### config.mk
export PLATFORM = sky130hd
export DESIGN_NAME = wav_stream_parser_to_stereo
export DESIGN_NICKNAME = d
export VERILOG_FILES = /design/src/rtl/core/wsp_pkg.sv /design/src/rtl/core/wsp_parser.sv /design/src/rtl/core/wsp_result_fifo.sv /design/src/rtl/core/wav_stream_parser_to_stereo.sv
export SDC_FILE = /design/constraint.sdc
export NUM_CORES = 1
export LEC_CHECK = 0
export BUFFER_PORTS_ARGS = -buffer_cell sky130_fd_sc_hd__buf_2
export CAP_MARGIN = 10
export CORE_UTILIZATION = 45
export CTS_BUF_LIST = sky130_fd_sc_hd__clkbuf_4 sky130_fd_sc_hd__clkbuf_8
export DETAILED_ROUTE_END_ITERATION = 8
export GPL_TIMING_DRIVEN = 0
export SKIP_LAST_GASP = 1
export SLEW_MARGIN = 30
export SYNTH_ARGS = -nofsm -noshare
export SYNTH_HDL_FRONTEND = slang
export SYNTH_SLANG_ARGS = --single-unit
export TNS_END_PERCENT = 10
### constraint.sdc
create_clock -name aclk -period 12.7 [get_ports aclk]
set_clock_uncertainty 0.2 [all_clocks]
set_input_delay 1.905 -clock aclk [delete_from_list [all_inputs] [get_ports aclk]]
set_output_delay 1.905 -clock aclk [all_outputs]
set_load 0.01 [all_outputs]
### src/rtl/core/wsp_pkg.sv
// Shared types and constants for the WAV stream parser.
// Holds parser phase codes, result kinds, status codes, chunk ids and the result record.
// No dependencies.
package wsp_pkg;

    localparam int PHASE_W = 3;

    localparam logic [PHASE_W-1:0] PH_IDLE  = 3'd0;
    localparam logic [PHASE_W-1:0] PH_RIFF  = 3'd1;
    localparam logic [PHASE_W-1:0] PH_CHUNK = 3'd2;
    localparam logic [PHASE_W-1:0] PH_FMT   = 3'd3;
    localparam logic [PHASE_W-1:0] PH_SKIP  = 3'd4;
    localparam logic [PHASE_W-1:0] PH_DATA  = 3'd5;
    localparam logic [PHASE_W-1:0] PH_DONE  = 3'd6;

    localparam logic [1:0] KIND_HEADER = 2'd0;
    localparam logic [1:0] KIND_FRAME  = 2'd1;
    localparam logic [1:0] KIND_ERROR  = 2'd2;
    localparam logic [1:0] KIND_END    = 2'd3;

    localparam logic [3:0] ST_OK        = 4'd0;
    localparam logic [3:0] ST_BAD_IDS   = 4'd1;
    localparam logic [3:0] ST_FMT_SHORT = 4'd2;
    localparam logic [3:0] ST_NO_FMT    = 4'd3;
    localparam logic [3:0] ST_NOT_PCM   = 4'd4;
    localparam logic [3:0] ST_BITS      = 4'd5;
    localparam logic [3:0] ST_RATE      = 4'd6;
    localparam logic [3:0] ST_CHANNELS  = 4'd7;
    localparam logic [3:0] ST_ALIGN     = 4'd8;
    localparam logic [3:0] ST_TRUNC     = 4'd9;

    localparam logic [31:0] ID_RIFF = 32'h4646_4952;
    localparam logic [31:0] ID_WAVE = 32'h4556_4157;
    localparam logic [31:0] ID_FMT  = 32'h2074_6D66;
    localparam logic [31:0] ID_DATA = 32'h6174_6164;

    localparam logic [31:0] FMT_BODY_BYTES = 32'd16;
    localparam logic [15:0] FMT_PCM        = 16'd1;
    localparam logic [15:0] PCM_BITS       = 16'd16;

    localparam int RATE_W = 18;
    localparam logic [RATE_W-1:0] MIN_RATE_RESET = 18'd8000;
    localparam logic [RATE_W-1:0] MAX_RATE_RESET = 18'd48000;

    localparam logic [1:0] CFG_MIN_RATE = 2'd0;
    localparam logic [1:0] CFG_MAX_RATE = 2'd1;

    // Result queue: room for the two results one byte can cause, plus slack.
    localparam int RES_DEPTH = 4;
    localparam int RES_PTR_W = $clog2(RES_DEPTH);
    localparam int RES_CNT_W = $clog2(RES_DEPTH + 1);

    localparam int M_DATA_W = 88;

    typedef struct packed {
        logic [1:0]        kind;
        logic [15:0]       left;
        logic [15:0]       right;
        logic [RATE_W-1:0] rate;
        logic [1:0]        channels;
        logic [31:0]       size;
        logic [3:0]        status;
        logic              last;
    } result_t;

    typedef struct packed {
        logic [1:0] vld;    // vld[1] only together with vld[0]
        result_t    r0;
        result_t    r1;
    } result_pair_t;

    function automatic result_t make_closing(input logic [1:0] kind, input logic [3:0] status);
        result_t r;
        r          = '0;
        r.kind     = kind;
        r.status   = status;
        r.last     = 1'b1;
        return r;
    endfunction

endpackage

### src/rtl/core/wsp_parser.sv
// Byte-serial RIFF/WAVE parser: header checks, chunk walk, fmt capture, payload pairing.
// Produces up to two results per accepted byte beat. Depends on wsp_pkg.
module wsp_parser import wsp_pkg::*; (
    input  logic              aclk,
    input  logic              aresetn,
    input  logic              in_fire,
    input  logic [7:0]        data_byte,
    input  logic              starts_file,
    input  logic              end_of_file,
    input  logic [RATE_W-1:0] min_rate,
    input  logic [RATE_W-1:0] max_rate,
    output result_pair_t      push
);

    logic [PHASE_W-1:0] phase_reg, phase_next;
    logic [4:0]         byte_count_reg, byte_count_next;
    logic [31:0]        shift_word_reg, shift_word_next;
    logic [31:0]        chunk_length_reg, chunk_length_next;
    logic [32:0]        skip_left_reg, skip_left_next;
    logic [15:0]        format_code_reg, format_code_next;
    logic [15:0]        channel_count_reg, channel_count_next;
    logic [31:0]        rate_value_reg, rate_value_next;
    logic [15:0]        sample_bits_reg, sample_bits_next;
    logic [15:0]        align_value_reg, align_value_next;
    logic               fmt_seen_reg, fmt_seen_next;
    logic [31:0]        payload_left_reg, payload_left_next;
    logic [7:0]         low_byte_reg, low_byte_next;
    logic [15:0]        held_left_reg, held_left_next;
    logic [1:0]         frame_pos_reg, frame_pos_next;

    logic [PHASE_W-1:0] ph;
    logic [4:0]         bc;
    logic [4:0]         bc_inc;
    logic               fseen;
    logic [31:0]        sw_new;
    logic [31:0]        size;
    logic [15:0]        sample;
    logic [32:0]        skip_calc;
    logic [31:0]        payload_dec;
    logic               rate_bad;
    result_pair_t       res;

    always_comb begin
        // A file start restarts the parser before this beat is looked at
        ph          = starts_file ? PH_RIFF : phase_reg;
        bc          = starts_file ? 5'd0 : byte_count_reg;
        fseen       = starts_file ? 1'b0 : fmt_seen_reg;
        bc_inc      = bc + 5'd1;
        sw_new      = {data_byte, shift_word_reg[31:8]};
        size        = sw_new;
        sample      = {data_byte, low_byte_reg};
        payload_dec = payload_left_reg - 32'd1;
        rate_bad    = (rate_value_reg < {14'd0, min_rate}) ||
                      (rate_value_reg > {14'd0, max_rate});
        skip_calc   = '0;

        phase_next         = ph;
        byte_count_next    = bc;
        shift_word_next    = shift_word_reg;
        chunk_length_next  = chunk_length_reg;
        skip_left_next     = skip_left_reg;
        format_code_next   = format_code_reg;
        channel_count_next = channel_count_reg;
        rate_value_next    = rate_value_reg;
        sample_bits_next   = sample_bits_reg;
        align_value_next   = align_value_reg;
        fmt_seen_next      = fseen;
        payload_left_next  = payload_left_reg;
        low_byte_next      = low_byte_reg;
        held_left_next     = held_left_reg;
        frame_pos_next     = frame_pos_reg;
        res                = '0;

        if (end_of_file) begin
            if (ph == PH_RIFF || ph == PH_CHUNK || ph == PH_FMT || ph == PH_SKIP) begin
                res.vld    = 2'b01;
                res.r0     = make_closing(KIND_ERROR, ST_TRUNC);
                phase_next = PH_DONE;
            end else if (ph == PH_DATA) begin
                res.vld    = 2'b01;
                res.r0     = make_closing(KIND_END, ST_OK);
                phase_next = PH_DONE;
            end
        end else begin
            unique case (ph)
                PH_RIFF: begin
                    shift_word_next = sw_new;
                    byte_count_next = bc_inc;
                    if (bc_inc == 5'd4) begin
                        chunk_length_next = sw_new;
                    end
                    if (bc_inc == 5'd12) begin
                        if (chunk_length_reg != ID_RIFF || sw_new != ID_WAVE) begin
                            res.vld    = 2'b01;
                            res.r0     = make_closing(KIND_ERROR, ST_BAD_IDS);
                            phase_next = PH_DONE;
                        end else begin
                            byte_count_next   = 5'd0;
                            chunk_length_next = '0;
                            phase_next        = PH_CHUNK;
                        end
                    end
                end
                PH_CHUNK: begin
                    shift_word_next = sw_new;
                    byte_count_next = bc_inc;
                    if (bc_inc == 5'd4) begin
                        chunk_length_next = sw_new;
                    end
                    if (bc_inc == 5'd8) begin
                        chunk_length_next = size;
                        byte_count_next   = 5'd0;
                        if (chunk_length_reg == ID_FMT) begin
                            if (size < FMT_BODY_BYTES) begin
                                res.vld    = 2'b01;
                                res.r0     = make_closing(KIND_ERROR, ST_FMT_SHORT);
                                phase_next = PH_DONE;
                            end else begin
                                skip_left_next = {1'b0, size} - {1'b0, FMT_BODY_BYTES}
                                                 + {32'd0, size[0]};
                                phase_next     = PH_FMT;
                            end
                        end else if (chunk_length_reg == ID_DATA) begin
                            res.vld = 2'b01;
                            if (!fseen) begin
                                res.r0     = make_closing(KIND_ERROR, ST_NO_FMT);
                                phase_next = PH_DONE;
                            end else if (format_code_reg != FMT_PCM) begin
                                res.r0     = make_closing(KIND_ERROR, ST_NOT_PCM);
                                phase_next = PH_DONE;
                            end else if (sample_bits_reg != PCM_BITS) begin
                                res.r0     = make_closing(KIND_ERROR, ST_BITS);
                                phase_next = PH_DONE;
                            end else if (rate_bad) begin
                                res.r0     = make_closing(KIND_ERROR, ST_RATE);
                                phase_next = PH_DONE;
                            end else if (channel_count_reg != 16'd1 &&
                                         channel_count_reg != 16'd2) begin
                                res.r0     = make_closing(KIND_ERROR, ST_CHANNELS);
                                phase_next = PH_DONE;
                            end else if (align_value_reg == 16'd0) begin
                                res.r0     = make_closing(KIND_ERROR, ST_ALIGN);
                                phase_next = PH_DONE;
                            end else begin
                                res.r0.kind       = KIND_HEADER;
                                res.r0.rate       = rate_value_reg[RATE_W-1:0];
                                res.r0.channels   = channel_count_reg[1:0];
                                res.r0.size       = size;
                                payload_left_next = size;
                                frame_pos_next    = 2'd0;
                                phase_next        = PH_DATA;
                                // Empty data chunk closes the run right away
                                if (size == 32'd0) begin
                                    res.vld    = 2'b11;
                                    res.r1     = make_closing(KIND_END, ST_OK);
                                    phase_next = PH_DONE;
                                end
                            end
                        end else begin
                            skip_calc      = {1'b0, size} + {32'd0, size[0]};
                            skip_left_next = skip_calc;
                            phase_next     = (skip_calc == 33'd0) ? PH_CHUNK : PH_SKIP;
                        end
                    end
                end
                PH_FMT: begin
                    shift_word_next = sw_new;
                    byte_count_next = bc_inc;
                    if (bc_inc == 5'd4) begin
                        format_code_next   = sw_new[15:0];
                        channel_count_next = sw_new[31:16];
                    end else if (bc_inc == 5'd8) begin
                        rate_value_next = sw_new;
                    end else if (bc_inc == 5'd16) begin
                        align_value_next = sw_new[15:0];
                        sample_bits_next = sw_new[31:16];
                        fmt_seen_next    = 1'b1;
                        byte_count_next  = 5'd0;
                        phase_next       = (skip_left_reg == 33'd0) ? PH_CHUNK : PH_SKIP;
                    end
                end
                PH_SKIP: begin
                    skip_left_next = skip_left_reg - 33'd1;
                    if (skip_left_reg == 33'd1) begin
                        byte_count_next = 5'd0;
                        phase_next      = PH_CHUNK;
                    end
                end
                PH_DATA: begin
                    if (!frame_pos_reg[0]) begin
                        low_byte_next  = data_byte;
                        frame_pos_next = frame_pos_reg + 2'd1;
                    end else if (channel_count_reg == 16'd1) begin
                        res.vld         = 2'b01;
                        res.r0.kind     = KIND_FRAME;
                        res.r0.left     = sample;
                        res.r0.right    = sample;
                        frame_pos_next  = 2'd0;
                    end else if (frame_pos_reg == 2'd1) begin
                        held_left_next  = sample;
                        frame_pos_next  = 2'd2;
                    end else begin
                        res.vld         = 2'b01;
                        res.r0.kind     = KIND_FRAME;
                        res.r0.left     = held_left_reg;
                        res.r0.right    = sample;
                        frame_pos_next  = 2'd0;
                    end
                    payload_left_next = payload_dec;
                    if (payload_dec == 32'd0) begin
                        phase_next = PH_DONE;
                        if (res.vld[0]) begin
                            res.vld = 2'b11;
                            res.r1  = make_closing(KIND_END, ST_OK);
                        end else begin
                            res.vld = 2'b01;
                            res.r0  = make_closing(KIND_END, ST_OK);
                        end
                    end
                end
                default: begin
                end
            endcase
        end

        push     = res;
        push.vld = in_fire ? res.vld : 2'b00;
    end

    always_ff @(posedge aclk) begin
        if (!aresetn) begin
            phase_reg      <= PH_IDLE;
            byte_count_reg <= '0;
            fmt_seen_reg   <= 1'b0;
            frame_pos_reg  <= '0;
        end else if (in_fire) begin
            phase_reg      <= phase_next;
            byte_count_reg <= byte_count_next;
            fmt_seen_reg   <= fmt_seen_next;
            frame_pos_reg  <= frame_pos_next;
        end
    end

    always_ff @(posedge aclk) begin
        if (in_fire) begin
            shift_word_reg    <= shift_word_next;
            chunk_length_reg  <= chunk_length_next;
            skip_left_reg     <= skip_left_next;
            format_code_reg   <= format_code_next;
            channel_count_reg <= channel_count_next;
            rate_value_reg    <= rate_value_next;
            sample_bits_reg   <= sample_bits_next;
            align_value_reg   <= align_value_next;
            payload_left_reg  <= payload_left_next;
            low_byte_reg      <= low_byte_next;
            held_left_reg     <= held_left_next;
        end
    end

    a_closing_enters_done: assert property (@(posedge aclk) disable iff (!aresetn)
        (push.vld[0] && (push.r0.last || (push.vld[1] && push.r1.last)))
        |=> phase_reg == PH_DONE)
        else $error("closing result without entering done phase");

    a_frame_in_data: assert property (@(posedge aclk) disable iff (!aresetn)
        (push.vld[0] && push.r0.kind == KIND_FRAME) |-> (phase_reg == PH_DATA && !starts_file))
        else $error("frame result outside the data phase");

endmodule

### src/rtl/core/wsp_result_fifo.sv
// Small result queue: takes up to two results per cycle, hands out one per beat.
// Depends on wsp_pkg.
module wsp_result_fifo import wsp_pkg::*; (
    input  logic         aclk,
    input  logic         aresetn,
    input  result_pair_t push,
    output logic         has_room,
    output logic         out_valid,
    input  logic         out_ready,
    output result_t      head
);

    result_t              mem_reg [RES_DEPTH];
    logic [RES_PTR_W-1:0] wr_ptr_reg, wr_ptr_next;
    logic [RES_PTR_W-1:0] rd_ptr_reg, rd_ptr_next;
    logic [RES_CNT_W-1:0] count_reg, count_next;
    logic [RES_CNT_W-1:0] push_count;
    logic                 pop;

    assign out_valid = (count_reg != '0);
    assign head      = mem_reg[rd_ptr_reg];
    assign pop       = out_valid && out_ready;
    // Accept a byte only when both possible results fit
    assign has_room  = (count_reg <= RES_CNT_W'(RES_DEPTH - 2));

    always_comb begin
        push_count  = RES_CNT_W'(push.vld[0]) + RES_CNT_W'(push.vld[1]);
        wr_ptr_next = wr_ptr_reg + RES_PTR_W'(push_count);
        rd_ptr_next = rd_ptr_reg + RES_PTR_W'(pop);
        count_next  = count_reg + push_count - RES_CNT_W'(pop);
    end

    always_ff @(posedge aclk) begin
        if (!aresetn) begin
            wr_ptr_reg <= '0;
            rd_ptr_reg <= '0;
            count_reg  <= '0;
        end else begin
            wr_ptr_reg <= wr_ptr_next;
            rd_ptr_reg <= rd_ptr_next;
            count_reg  <= count_next;
        end
    end

    always_ff @(posedge aclk) begin
        if (push.vld[0]) begin
            mem_reg[wr_ptr_reg] <= push.r0;
        end
        if (push.vld[1]) begin
            mem_reg[wr_ptr_reg + RES_PTR_W'(1)] <= push.r1;
        end
    end

    a_no_overflow: assert property (@(posedge aclk) disable iff (!aresetn)
        count_reg <= RES_CNT_W'(RES_DEPTH))
        else $error("result queue overflow");

    a_pair_order: assert property (@(posedge aclk) disable iff (!aresetn)
        push.vld[1] |-> push.vld[0])
        else $error("second result pushed without first");

endmodule

### src/rtl/core/wav_stream_parser_to_stereo.sv
// A byte beat's results go through the registered result queue to the master side.
// Throughput: one byte beat per cycle while the result side keeps up; a beat can cause
// up to two results, and the four-entry result queue stalls s_tready when under two free.
// Reset (aresetn, synchronous): parser idle until a file start, queue empty,
// rate limits back to 8000 and 48000 Hz.
module wav_stream_parser_to_stereo import wsp_pkg::*; (
    input  logic                aclk,
    input  logic                aresetn,
    input  logic                s_tvalid,
    output logic                s_tready,
    input  logic [7:0]          s_tdata,   // data_byte
    input  logic [1:0]          s_tuser,   // starts_file, end_of_file
    output logic                m_tvalid,
    input  logic                m_tready,
    output logic [M_DATA_W-1:0] m_tdata,   // left_sample, right_sample, rate_hz, channels,
                                           // payload_len, status
    output logic [1:0]          m_tuser,   // result_kind
    output logic                m_tlast,   // last
    input  logic                cfg_we,
    input  logic [1:0]          cfg_index,
    input  logic [RATE_W-1:0]   cfg_wdata
);

    logic [RATE_W-1:0] min_rate_reg;
    logic [RATE_W-1:0] max_rate_reg;
    logic              in_fire;
    logic              has_room;
    result_pair_t      push;
    result_t           head;

    always_ff @(posedge aclk) begin
        if (!aresetn) begin
            min_rate_reg <= MIN_RATE_RESET;
            max_rate_reg <= MAX_RATE_RESET;
        end else if (cfg_we) begin
            unique case (cfg_index)
                CFG_MIN_RATE: min_rate_reg <= cfg_wdata;
                CFG_MAX_RATE: max_rate_reg <= cfg_wdata;
                default: begin
                end
            endcase
        end
    end

    assign s_tready = has_room;
    assign in_fire  = s_tvalid && s_tready;

    wsp_parser u_parser (
        .aclk        (aclk),
        .aresetn     (aresetn),
        .in_fire     (in_fire),
        .data_byte   (s_tdata),
        .starts_file (s_tuser[0]),
        .end_of_file (s_tuser[1]),
        .min_rate    (min_rate_reg),
        .max_rate    (max_rate_reg),
        .push        (push)
    );

    wsp_result_fifo u_fifo (
        .aclk      (aclk),
        .aresetn   (aresetn),
        .push      (push),
        .has_room  (has_room),
        .out_valid (m_tvalid),
        .out_ready (m_tready),
        .head      (head)
    );

    assign m_tdata = {head.status, head.size, head.channels, head.rate,
                      head.right, head.left};
    assign m_tuser = head.kind;
    assign m_tlast = head.last;

    a_push_needs_fire: assert property (@(posedge aclk) disable iff (!aresetn)
        (push.vld != 2'b00) |-> in_fire)
        else $error("result produced without an accepted beat");

endmodule
== Yosys cells after proc, flatten, opt, wreduce, memory -nomap -nowiden ==
Memories as Yosys holds them, arrays and structs flattened. A register that Yosys moved wholly into a read port is not among the register bits.
Index checks and enable logic that the tools add are counted.
Word-level totals
  bits of input ports: 35
  output and inout port bits: 93
  bits in writable memories: 364
  logic and storage cells: 229
  register bits: 303
  memories: 1
Memories
  u_fifo.mem_reg: depth 4, bits a word 91, rd ports 1, clocked after Yosys merged registers in 1, write ports 2, line wsp_result_fifo.sv:13  | result_t mem_reg [RES_DEPTH];
Cells by class
  add/subtract/negate cells: 13
  reductions and logical operators: 30
  equality and inequality tests: 32
  order comparisons: 4
  bitwise operators: 5
  multiplexer cells: 124
Operator list (number)
  $mux W91: 16
  $mux W184: 3
  $mux W32: 13
  $mux W93: 4
  $pmux W93 S3: 1
  $mux W92: 3
  $pmux W91 S2: 1
  $mux W36: 4
  $mux W33: 4
  $pmux W32 S2: 2
  $mux W3: 23
  $logic_not A33 Y1: 2
  $pmux W33 S2: 1
  $logic_not A32 Y1: 2
  $ne A32 B31 Y1 const B: 2
  $mux W52: 1
  $mux W5: 10
  $mux W2: 24
  $mux W35: 1
  $add A32 B1 Y33: 1
  $add A33 B1 Y33: 1
  $eq A33 B1 Y1 const B: 1
  $sub A32 B5 Y33 const B: 1
  $sub A33 B1 Y33 const B: 1
  other kinds (46): 86

== Longest topological paths before layout ==
  depth in word-level cells: 17
  mapped depth: 21
  depth with buffers taken out: 16

== Hierarchy ==
Synthesis repeated with hierarchy kept, for this count alone.
Second synthesis, totals
  cell total of the unflattened synthesis: 2648
  area, all modules: 35440.2 sq um
By module, submodules not included
  wsp_result_fifo: area each 18356.4 sq um, instances 1, sequential area each 11070.6 sq um, cells an instance 923
  wsp_parser: area each 15632.5 sq um, instances 1, sequential area each 7457.2 sq um, cells an instance 1580
  wav_stream_parser_to_stereo: area each 1451.4 sq um, instances 1, sequential area each 720.7 sq um, cells an instance 145

== Worst setup path before layout ==
Ideal clock, no wire load.
  kind: input to register
  start: input port s_tuser[0]
  end: register u_parser.align_value_reg[0], enable pin
  required time: 11.996 ns
  buffers on the path: 4
  stages: 9
  setup time: 0.504 ns
  slack: 5.420 ns
  arrival time: 6.575 ns
  path through: clkbuf_1 buf_1 clkbuf_1 nor2b_1 ha_1 clkbuf_1 nand3_1 xor2_1 nor4_1
On the way
  cells in the longest elaborated chain, start to end: 5
  elaborated cells between the ends (all ways): 10
  classes of those cells: 1 x add/sub; 4 x eq/ne; 2 x mux; 2 x bitwise; 1 x reduce/logical
Ends and longest elaborated chain
  start, declared: line wav_stream_parser_to_stereo.sv:12  | input logic [1:0] s_tuser,
  $mux W5: line wsp_parser.sv:46  | bc = starts_file ? 5'd0 : byte_count_reg;
  $add A5 B1 Y5: line wsp_parser.sv:48  | bc_inc = bc + 5'd1;
  $eq A5 B4 Y1 or $eq A5 B3 Y1 (tied branches): line wsp_parser.sv:172, wsp_parser.sv:169
  $not A1 Y1 (no line)
  $reduce_and A6 Y1 (no line) *
  end signal, assigned: line wsp_parser.sv:253  | align_value_reg <= align_value_next;
  end, declared: line wsp_parser.sv:24  | logic [15:0] align_value_reg, align_value_next;
Every way passes the cells marked *; elsewhere a longest branch is shown, timed or not.
A chain may end at the register's enable or synchronous reset.

== Worst setup path in the final report ==
  start: input port s_tuser[0]
  end: register u_fifo.count_reg[2]
On the way
  cells in the longest elaborated chain, start to end: 11
  elaborated cells between the ends (all ways): 27
  classes of those cells: 4 x add/sub; 7 x eq/ne; 13 x mux; 3 x reduce/logical
Ends and longest elaborated chain
  branches (longest 6 deep; another with $add A5 B1 Y5)
  $mux W93 *: line wsp_parser.sv:74  | if (end_of_file) begin
  $mux W2 *: line wsp_parser.sv:227  | push.vld = in_fire ? res.vld : 2'b00;
  $add A1 B1 Y2 *: line wsp_result_fifo.sv:27  | push_count = RES_CNT_W'(push.vld[0]) + RES_CNT_W'(push.vld[1]);
  $add A3 B3 Y3 *: line wsp_result_fifo.sv:30  | count_next = count_reg + push_count - RES_CNT_W'(pop);
  $sub A3 B1 Y3 *: line wsp_result_fifo.sv:30
  end signal, assigned: line wsp_result_fifo.sv:41  | count_reg <= count_next;
  end, declared: line wsp_result_fifo.sv:16  | logic [RES_CNT_W-1:0] count_reg, count_next;
Every way passes the cells marked *.

==> impl_metrics.csv <==
group,metric,value,unit
floorplanning,die_h,257,um
clock_tree,cts_hold_buf,0,
global_routing,grt_max_degree,25,
clock_tree,numCtsBuffers,107,
sta,slew_headroom,31.1,%
global_routing,antenna_found_initial,2,
layout,register_area,15600,sq um
sta,setup_tns,0,ns
synth,synth_cell_type_count,85,
synth,async_reset_ff_share,0,%
layout,synthToLayoutAreaGrowth,15.2,%
drt,ant_nets,0,
synth,yosysWarnings,0,
global_routing,grt_usage,28.2,%
sta,holdWs,0.256,ns
placed_design,dp_slack,5.09,ns
drt,drt_pass1_iterations,7,
synth,synth_seq_cells,655,
clock_tree,clockBufferDepth,3,
worst_setup_path,worstSetupStartpointType,"primary input",
synth,synth_edf_count,249,
synth,netlist_instances,2560,
sta,hold_viol,0,
floorplanning,core-area,64300,sq um
worst_setup_path,path_max_fanout,10,
layout,multi_input_area,12600,sq um
layout,mostFrequentLayoutCells,"dfxtp_1 (406), edfxtp_1 (249), nand2_1 (246), o2bb2ai_1 (201), a22o_1 (184)",
clock_tree,cts_tree,"built",
layout,drive_above_1_share,18.6,%
global_routing,grt_pass1_wl,142,mm
global_routing,grt_pass1_vias,22840,
floorplanning,die_area,66000,sq um
drt,routedWlPerCell,24.8,um
worst_setup_path,cp.arrival,7.38,ns
power,irDropWorstVdd,92.8,uV
synth,ys_seq_area_share,53.4,%
worst_setup_path,required,13.10,ns
clock_tree,cts_resized,0,
sta,finalMaxSlewViolations,0,
synth,syn_area_per_cell,11.4,sq um
synth,synth_flop_cell,"dfxtp_1",
clock_tree,root_buffer,"clkbuf_8",
sta,fin_crit_sh,55.0,%
floorplanning,initial_utilization,45.4,%
placed_design,dp_hpwl,66.0,mm
hold_path,min_path_cells,1,
layout,final_common_cell,"dfxtp_1",
layout,final_nets,2900,
global_routing,grt_overflow,0,
sta,tightest_slew,1.03,ns
synth,synthesis.area,29200,sq um
placed_design,dp.cells,3558,
placed_design,port_buffers,126,
placed_design,gp_congestion,0.942,
synth,synthesis.nets,2646,
drt,totalWireLength,93.4,mm
power,p_per_area,143,nW/um^2
sta,fin_crit,6.98,ns
layout,fillCellCount,5717,
worst_setup_path,rr_worst_depth,19,
sta,fmax,143,MHz
worst_setup_path,worst-setup-path-type,"in2reg",
layout,largest_reg_flops,360,
floorplanning,core.rowCount,93,
floorplanning,die_width,257,um
drt,drt_iter0_markers,2046,
flow_run,maxCapViolCount,0,
clock_tree,clk_pin_slew,0.06,ns
layout,fin_cells,3765,
clock_tree,clkSinkCount,655,
power,leakage,11.8,nW
floorplanning,num_io_pins,128,
clock_tree,htreeDepth,3,
outcome,status,"completed",
hold_path,hp-class,"reg2reg",
drt,vias,23011,
drt,drc_errors,0,
clock_tree,post-cts-setup-buffers,0,
drt,viasPerCell,6.11,
sta,setup_violations,0,
power,power.total,0.00480,W
worst_setup_path,end_kind,"register",
sta,fin_ws,5.72,ns
clock_tree,clock_latency,0.72,ns
sta,rsz0062_at_grt,"no",
[per-layer routing]
| metal | wire, um | vias to the layer above | part of all wire, % | track usage, % |
|---|---|---|---|---|
| met5 | 0 | - | 0 | 0 |
| met4 | 2860 | 0 | 3.1 | 9.90 |
| met3 | 6710 | 195 | 7.2 | 5.18 |
| met2 | 43000 | 957 | 46 | 44.1 |
| met1 | 40900 | 11560 | 44 | 39.2 |
| li1 | - | 10299 | - | - |
[cell families after synthesis]
kind of cell | count (synthesis) | synth area share [%]
simple gates | 710 | 12.3
compound gates | 686 | 18.3
flops | 655 | 53.4
buf+inv | 264 | 3.75
xor+xnor | 97 | 2.91
mux | 97 | 7.19
fa+ha+maj | 51 | 2.21
[metrics by stage]
step	area [sq um]	utilization, %
2_1_floorplan	29200	-
3_3_place_gp	30900	48.1
3_5_place_dp	31200	48.5
4_1_cts	33600	52.3
5_1_grt	33700	52.3
6_report	33700	52.3
[synth_stat cells (21+ instances only)]
cell | instances | share of area, %
dfxtp_1 | 406 | 28
buf_1 | 21 | 0.27
clkbuf_1 | 116 | 1.5
mux4_2 | 90 | 6.9
nor4_1 | 51 | 1.1
a21oi_1 | 57 | 0.98
nor3_1 | 58 | 0.99
a21boi_0 | 28 | 0.72
nor2_1 | 118 | 1.5
nand4_1 | 29 | 0.62
nand3_1 | 38 | 0.65
o2bb2ai_1 | 201 | 6.0
xor2_1 | 38 | 1.1
or3_1 | 26 | 0.56
inv_1 | 67 | 0.86
edfxtp_1 | 249 | 26
buf_2 | 48 | 0.82
a22o_1 | 184 | 5.5
xnor2_1 | 59 | 1.8
nand2_1 | 246 | 3.2
ha_1 | 50 | 2.1
o21ai_0 | 95 | 1.6
[where the power goes]
group	switching, W	internal [W]	leakage, nW
Clock	0.000872	0.00116	1.28
Sequential	0.0000343	0.00222	5.41
Combinational	0.000335	0.000182	5.08
Total	0.00124	0.00356	11.8
[path summary, 6_finish.rpt]
check | start | endpoint | slack [ns]
setup / recovery | s_tuser[0] | u_fifo.count_reg[2]$_SDFF_PN0_ | 5.72
hold / removal | u_fifo.mem_reg[1][31]$_SDFFE_PP0P_ | u_fifo.mem_reg[1][31]$_SDFFE_PP0P_ | 0.26
setup reg to reg | u_parser.payload_left_reg[0]$_DFFE_PP_ | u_fifo.count_reg[2]$_SDFF_PN0_ | 7.00
hold reg to reg | u_fifo.mem_reg[1][31]$_SDFFE_PP0P_ | u_fifo.mem_reg[1][31]$_SDFFE_PP0P_ | 0.26
[worst max-delay path, stage by stage]
cell and delay (ns):
buf_2 0.09, clkbuf_1 0.42, buf_1 0.40, clkbuf_1 0.47, nor2b_1 0.14, ha_1 0.20
clkbuf_1 0.18, o21bai_1 0.20, a2111o_1 0.48, or2_2 0.30, clkbuf_1 0.23, a211o_1 0.38
o211a_1 0.12, buf_2 0.20, a21oi_1 0.17, ha_1 0.21, inv_1 0.09, ha_1 0.32
fa_1 0.44, xor2_1 0.16, xnor2_1 0.12, and2_1 0.15
[cell type report]
| class | count | area share, % |
|---|---|---|
| Clock buffer | 171 | 6.40 |
| Multi-Input combinational cell | 1641 | 37.4 |
| Inverter | 67 | 0.747 |
| Tap cell | 855 | 3.18 |
| Timing Repair Buffer | 145 | 2.59 |
| Clock inverter | 30 | 0.784 |
| Buffer | 197 | 2.52 |
| Sequential cell | 655 | 46.4 |
| Antenna cell | 4 | 0.0297 |
Note: power is estimated with default switching activity, not from simulation.
